<file path="src/sv/bcap_pkg.sv">
package bcap_pkg;

    typedef enum logic [2:0] {
        REG_CONTRAST   = 3'd0,
        REG_BRIGHTNESS = 3'd1,
        REG_GAMMA      = 3'd2,
        REG_RAMP       = 3'd3,
        REG_SEPIA      = 3'd4,
        REG_GRAYSCALE  = 3'd5,
        REG_INVERT     = 3'd6,
        REG_FORMAT     = 3'd7
    } bcap_reg_t;

    typedef enum logic [2:0] {
        FMT_RGB444 = 3'd0,
        FMT_RGB555 = 3'd1,
        FMT_RGB565 = 3'd2,
        FMT_RGB888 = 3'd3
    } bcap_fmt_t;

    typedef struct packed {
        logic signed [7:0] contrast;
        logic signed [7:0] brightness;
        logic [8:0]        gamma;
        logic              ramp;
        logic              sepia;
        logic              gray;
        logic              invert;
        bcap_fmt_t         fmt;
    } bcap_cfg_t;

    localparam logic [7:0] RAMP [32] = '{
        8'h00, 8'h01, 8'h03, 8'h06, 8'h0a, 8'h0f, 8'h15, 8'h1c,
        8'h24, 8'h2d, 8'h37, 8'h42, 8'h4e, 8'h5b, 8'h69, 8'h78,
        8'h88, 8'h90, 8'h98, 8'ha0, 8'ha8, 8'hb0, 8'hb8, 8'hc0,
        8'hc8, 8'hd0, 8'hd8, 8'he0, 8'he8, 8'hf0, 8'hf8, 8'hff
    };

    // q31 value of 2^(2^-j), by repeated integer square roots
    function automatic logic [63:0] bcap_root(input int j);
        logic [63:0] r;
        logic [63:0] v;
        logic [63:0] res;
        logic [63:0] bit_v;
        r = 64'h1_0000_0000;
        for (int n = 1; n <= j; n++)
        begin
            v = r << 31;
            res = 64'd0;
            bit_v = 64'h4000_0000_0000_0000;
            for (int s = 0; s < 32; s++)
            begin
                if (v >= res + bit_v)
                begin
                    v = v - (res + bit_v);
                    res = (res >> 1) + bit_v;
                end
                else
                begin
                    res = res >> 1;
                end
                bit_v = bit_v >> 2;
            end
            r = res;
        end
        return r;
    endfunction

endpackage

</file>
<file path="src/sv/bcap_merge.sv">
module bcap_merge (
    input  logic                clk,
    input  logic                en,
    input  bcap_pkg::bcap_cfg_t cfg,
    input  logic [7:0]          red,
    input  logic [7:0]          green,
    input  logic [7:0]          blue,
    output logic [31:0]         pixel
);

    // first luminance
    logic [21:0] s1_reg;
    logic [7:0]  r1_reg, g1_reg, b1_reg;
    logic [44:0] p1_reg;
    logic [7:0]  r2_reg, g2_reg, b2_reg;
    logic [7:0]  l1;
    logic [11:0] nr_reg;
    logic [17:0] ng_reg, nb_reg;
    logic [7:0]  r3_reg, g3_reg, b3_reg;
    logic [24:0] mr_reg;
    logic [36:0] mg_reg, mb_reg;
    logic [7:0]  r4_reg, g4_reg, b4_reg;

    assign l1 = p1_reg[43:36];

    always_ff @(posedge clk)
    begin
        if (en)
        begin
            s1_reg <= 22'(red) * 22'd2126 + 22'(green) * 22'd7152 + 22'(blue) * 22'd722;
            r1_reg <= red;
            g1_reg <= green;
            b1_reg <= blue;
            p1_reg <= 45'(s1_reg) * 45'd6871948;
            r2_reg <= r1_reg;
            g2_reg <= g1_reg;
            b2_reg <= b1_reg;
            nr_reg <= 12'(l1) * 12'd13;
            ng_reg <= 18'(l1) * 18'd945;
            nb_reg <= 18'(l1) * 18'd775;
            r3_reg <= r2_reg;
            g3_reg <= g2_reg;
            b3_reg <= b2_reg;
            mr_reg <= 25'(nr_reg) * 25'd6554;
            mg_reg <= 37'(ng_reg) * 37'd268436;
            mb_reg <= 37'(nb_reg) * 37'd268436;
            r4_reg <= r3_reg;
            g4_reg <= g3_reg;
            b4_reg <= b3_reg;
        end
    end

    // sepia select
    logic [8:0] sr, sg, sb;
    logic [7:0] r5_next, g5_next, b5_next;
    logic [7:0] r5_reg, g5_reg, b5_reg;

    always_comb
    begin
        sr = mr_reg[24:16];
        sg = mg_reg[36:28];
        sb = mb_reg[36:28];
        if (cfg.sepia)
        begin
            r5_next = sr[8] ? 8'd255 : sr[7:0];
            g5_next = sg[8] ? 8'd255 : sg[7:0];
            b5_next = sb[8] ? 8'd255 : sb[7:0];
        end
        else
        begin
            r5_next = r4_reg;
            g5_next = g4_reg;
            b5_next = b4_reg;
        end
    end

    // second luminance
    logic [21:0] s2_reg;
    logic [7:0]  r6_reg, g6_reg, b6_reg;
    logic [44:0] p2_reg;
    logic [7:0]  r7_reg, g7_reg, b7_reg;

    always_ff @(posedge clk)
    begin
        if (en)
        begin
            r5_reg <= r5_next;
            g5_reg <= g5_next;
            b5_reg <= b5_next;
            s2_reg <= 22'(r5_reg) * 22'd2126 + 22'(g5_reg) * 22'd7152
                    + 22'(b5_reg) * 22'd722;
            r6_reg <= r5_reg;
            g6_reg <= g5_reg;
            b6_reg <= b5_reg;
            p2_reg <= 45'(s2_reg) * 45'd6871948;
            r7_reg <= r6_reg;
            g7_reg <= g6_reg;
            b7_reg <= b6_reg;
        end
    end

    // grayscale, invert, pack
    logic [7:0]  l2;
    logic [7:0]  ur, ug, ub;
    logic [31:0] pixel_next;
    logic [31:0] pixel_reg;

    always_comb
    begin
        l2 = p2_reg[43:36];
        ur = cfg.gray ? l2 : r7_reg;
        ug = cfg.gray ? l2 : g7_reg;
        ub = cfg.gray ? l2 : b7_reg;
        if (cfg.invert)
        begin
            ur = ~ur;
            ug = ~ug;
            ub = ~ub;
        end
        case (cfg.fmt)
            bcap_pkg::FMT_RGB444: pixel_next = {20'd0, ur[7:4], ug[7:4], ub[7:4]};
            bcap_pkg::FMT_RGB555: pixel_next = {17'd0, ur[7:3], ug[7:3], ub[7:3]};
            bcap_pkg::FMT_RGB565: pixel_next = {16'd0, ur[7:3], ug[7:2], ub[7:3]};
            bcap_pkg::FMT_RGB888: pixel_next = {8'd0, ur, ug, ub};
            default:              pixel_next = 32'hffff_ffff;
        endcase
    end

    always_ff @(posedge clk)
    begin
        if (en)
            pixel_reg <= pixel_next;
    end

    assign pixel = pixel_reg;

endmodule

</file>
<file path="config.mk">
export PLATFORM = sky130hd
export DESIGN_NAME = bcap_merge
export DESIGN_NICKNAME = d
export VERILOG_FILES = /design/src/sv/bcap_pkg.sv /design/src/sv/bcap_merge.sv
export SDC_FILE = /design/constraint.sdc
export NUM_CORES = 2
export LEC_CHECK = 0
export CAP_MARGIN = 20
export CORE_UTILIZATION = 45
export DETAILED_ROUTE_END_ITERATION = 10
export DONT_BUFFER_PORTS = 1
export PLACE_DENSITY_LB_ADDON = 0.08
export SETUP_SLACK_MARGIN = 0.15
export SLEW_MARGIN = 10
export SYNTH_ARGS = -nofsm -noshare
export SYNTH_HDL_FRONTEND = slang
export SYNTH_SLANG_ARGS = --single-unit
</file>
<file path="constraint.sdc">
create_clock -name clk -period 6.7 [get_ports clk]
set_input_delay 1.34 -clock clk [delete_from_list [all_inputs] [get_ports clk]]
set_output_delay 1.34 -clock clk [all_outputs]
set_load 0.02 [all_outputs]
</file>
# Yosys cells after proc, flatten, opt, wreduce, memory -nomap -nowiden
# Cells that the tools add are included.
# totals
register_bits	470
in_bits	58
wordCells	70
output_inout_bits	32
# op_classes
mul	14
mux	13
n_eq_ne	3
n_reduce_logical	1
n_addsub	4
bitwise	3
# ops
operator	count
$pmux W32 S4	1
$mux W8	12
$mul A22 B21 Y42 const B	2
$mul A18 B17 Y35 const B	2
$mul A8 B9 Y17 const B	4
$add A20 B21 Y22	2
$add A22 B18 Y22	2
$mul A8 B11 Y19 const B	2
$mul A8 B10 Y18 const B	2
$mul A12 B12 Y24 const B	1
$not A8 Y8	3
$mul A8 B4 Y12 const B	1
$eq A3 B2 Y1 const B	2
$eq A3 B1 Y1 const B	1
$logic_not A3 Y1	1

# Longest topological paths before layout
# logic_depth
word_depth	4
mapped_depth	25
mapped_depth_nobuf	25

# Worst setup path after synthesis
# OpenSTA, ideal clock, no wires.
# synth_timing
kind	input port to flip-flop
from	input port green[5]
to	register s1_reg[19] (data pin)
setup_slack_ns	0.011
path_buffers	1
setup_time_ns	0.260
stages	22
t_required_ns	6.440
arrival_time_ns	6.429
cell_sequence	fa_1 -> xor2_1 -> ha_1 -> inv_1 -> fa_1 -> fa_1 -> inv_1 -> ha_1 -> or2_2 -> a31oi_1 -> nor2b_1 -> o21ai_0 -> nand2b_1 -> xnor2_1 -> fa_1 -> inv_1 -> ha_1 -> clkbuf_1 -> a21oi_1 -> o21ai_0 -> a221o_1 -> xor2_1
# synth_between
elab_chain_cells	3
# synth_lines
element	line	rtl
from (decl)	bcap_merge.sv:6	input logic [7:0] green,
$mul A8 B9 Y17	bcap_merge.sv:30	s1_reg <= 22'(red) * 22'd2126 + 22'(green) * 22'd7152 + 22'(blue) * 22'd722;
$add A20 B21 Y22	bcap_merge.sv:30	
$add A22 B18 Y22	bcap_merge.sv:30	
to (signal assigned)	bcap_merge.sv:30	
to (decl)	bcap_merge.sv:12	logic [21:0] s1_reg;
# Every way passes these cells.
# A chain may end at the register's enable or synchronous reset.

# Worst setup path in the final report
# layout_timing
from	register s1_reg[10]
to	register p1_reg[43] (data pin)
# layout_between
elab_chain_cells	1
# layout_lines
element	line	rtl
$mul A22 B21 Y42	bcap_merge.sv:34	p1_reg <= 45'(s1_reg) * 45'd6871948;
to (signal assigned)	bcap_merge.sv:34	
to (decl)	bcap_merge.sv:14	logic [44:0] p1_reg;
# Every way passes these cells.

==> impl_metrics.json <==
{
  "status": "finished with violations",
  "violations": "DRC",
  "finalHoldViolations": 0,
  "finalNetCount": 6375,
  "critPathMaxStageDelay_ns": 0.58,
  "r2r_cells": 22,
  "syn_nets": 6204,
  "routed_wl_mm": 102.3,
  "crit_type": "register to register",
  "place_ws_ns": -0.05226,
  "ys.flop_type": "edfxtp_1",
  "maxSlewViolCount": 0,
  "rsz0062_at_grt": "true",
  "dp.cells": 5905,
  "post-dp-hpwl_mm": 88.72,
  "crit-reg2reg-launch": "s1_reg[10]",
  "final_cell_mix": "1161 x inv_1, 1111 x ha_1, 604 x fa_1, 323 x edfxtp_1, 157 x buf_4",
  "hold_path.class": "register to register",
  "cts_root_buf": "clkbuf_16",
  "grt.total_usage_pct": 19.75,
  "vias": 29520,
  "first_pass_iters": 8,
  "ys_warn_count": 0,
  "synth-seq-area-share_pct": 20.16,
  "grt_pass1_wl_mm": 166.3,
  "clk_pin_slew_ns": 0.06,
  "initial_core_util_pct": 45.52,
  "synthCells": 4399,
  "dieArea_mm2": 0.1082,
  "routed_via_density": 4.927,
  "yosysTopAreaCell": "ha_1",
  "dpl_cell_area_mm2": 0.05083,
  "core_mm2": 0.1057,
  "cts_buffer_depth": 3,
  "slowest_stage": "fa_2",
  "path_max_fanout": 3,
  "max-cap-violations": 0,
  "worstPathRequired_ns": 7.01,
  "slew_headroom_pct": 2.578,
  "whs_ns": 0.4143,
  "hold_path_depth": 0,
  "setup_violations": 0,
  "critPathLaunch": "s1_reg[10]",
  "ant_nets": 0,
  "clock-sinks": 323,
  "wl_per_cell_um": 17.08,
  "largest_register_ffs": 25,
  "final_area_mm2": 0.05258,
  "die_y_um": 329.0,
  "cp_common_cell": "fa_1",
  "finalCriticalPeriod_ns": 6.501,
  "htree_levels": 2,
  "fmax_mhz": 153.8,
  "routabilityCongestion": 0.8992,
  "postCtsHoldBufs": 0,
  "worst_setup_path_end_kind": "register",
  "cts_tree": "built",
  "final_common_cell": "inv_1",
  "n_antenna_cell": 0,
  "synth_area_leaders": "ha_1 29%, fa_1 26%, edfxtp_1 20%, inv_1 9.2%, xnor2_1 2.7%",
  "synth_edf_count": 323,
  "grt_pass1_vias": 31040,
  "port_buffers": 0,
  "finClkSkew_ns": 0.02501,
  "numCtsBuffers": 39,
  "arrival_ns": 6.81,
  "r2r-end": "p1_reg[43]",
  "crit_path_start_kind": "register",
  "io_pins": 90,
  "path_cells": "ha_4 > inv_2 > fa_1 > inv_2 > fa_2 > fa_1 > inv_2 > fa_1 > inv_1 > fa_2 > fa_1 > ha_4 > a21oi_4 > nand2_2 > a221oi_4 > a211oi_2 > o41ai_4 > buf_4 > o2111ai_4 > or3_4 > a31oi_4 > xnor2_1",
  "grt_overflow": 0,
  "drc_errors": 9,
  "tightest_slew_ns": 1.461,
  "num_rows": 119,
  "layout_setup_ws_ns": 0.1992,
  "nFillCells": 9864,
  "drtIter0Drc": 1128,
  "stdcell_count": 5990,
  "ys_ff_latch": 323,
  "netlist_area_mm2": 0.04812,
  "period_share_pct": 97.03,
  "die_w_um": 329.0,
  "async_reset_ff_share_pct": 0,
  "endpoint": "p1_reg[43]",
  "layout-drive-gt1-share_pct": 6.675,
  "r2r_slack_ns": 0.20,
  "antenna_found_initial": 0,
  "grt_max_degree": 324,
  "syn_avg_cell_area_um2": 10.94,
  "synth_cell_type_count": 70,
  "area.growth.synth_to_final_pct": 9.268,
  "worstSkewPairLatency_ns": 0.57,
  "synth_top_area_share_pct": 29.44
}
-- critical path, delay by kind of cell (launching register included) --
kind,cells,cell delay (ns)
xor gates and xnor gates,1,0.07
buffers and inverters,5,0.37
AOI/OAI and AO/OA,6,1.30
DFF,1,0.49
adders and majority gates,8,3.56
and+or+nand+nor,2,0.43
-- worst min-delay path by stage --
stage / startpoint / to / slack [ns]
floorplan: b1_reg[0] / b2_reg[0] / 0.40
global placement: r1_reg[2] / r2_reg[2] / 0.40
detailed placement: b1_reg[1] / b2_reg[1] / 0.40
CTS: r2_reg[6] / r3_reg[6] / 0.42
global route: g3_reg[3] / g4_reg[3] / 0.42
finish: b6_reg[1] / b7_reg[1] / 0.41
-- timing repair --
action,4_1_cts,5_1_grt
setup buffers,3,12
setup endpoints to repair,5,15
pin swaps,21,40
resized for setup,13,54
-- cells in the mapped netlist, types with 17 or more instances --
library cell / instances
nand4_1: 20
o22a_1: 24
xor2_1: 60
clkbuf_1: 17
o21ai_0: 84
nand2_1: 91
nand3_1: 38
mux2i_1: 27
fa_1: 615
a31oi_1: 21
xnor2_1: 147
and3_1: 19
ha_1: 1132
nor3_1: 36
nor2b_1: 26
edfxtp_1: 323
o21bai_1: 20
inv_1: 1174
a21o_1: 71
nand2b_1: 21
a21oi_1: 149
nor2_1: 97
o21a_1: 20
-- kinds of logic (layout without fill, tap and decap cells) --
family          after synthesis  in the layout  share of synthesized area, %
flops                       323            323                         20.16
xor+xnor                    207            207                         3.768
simple gates                397            397                         4.080
buf+inv                    1204           1404                         9.455
compound gates              491            491                         6.815
mux                          30             30                        0.7021
fa+ha+maj                  1747           1747                         55.02
-- layout make-up --
class / instances / area, um^2 / area share (%)
well taps: 1391 / 1740 / 3.310
flip-flops and latches: 323 / 9699 / 18.45
clock buffers: 44 / 994.7 / 1.892
repair buffers: 160 / 1212 / 2.306
clock inverters: 26 / 292.8 / 0.5569
inverters: 1174 / 4407 / 8.382
multi-input cells: 2872 / 34230 / 65.11
-- per-stage QoR --
step | TNS, ns | utilization, %
2_1_floorplan | 0 | -
3_3_place_gp | -0.08942 | 48.08
3_5_place_dp | -0.1248 | 48.08
4_1_cts | 0 | 49.39
5_1_grt | -0.0006573 | 49.73
6_report | 0 | 49.73
-- layer usage --
layer  wire [um]  share of wire (%)  global-route usage (%)  vias up
met5           0                  0                       0        -
met1       47900                 47                   26.83    14320
li1            -                  -                       -    14780
met4        2106                2.1                   4.348        0
met3        2801                2.7                   2.066       99
met2       49520                 48                   33.92      316
Power is not shown: default switching activity piles up to over one toggle a cycle in this logic, so the estimate is an artifact.
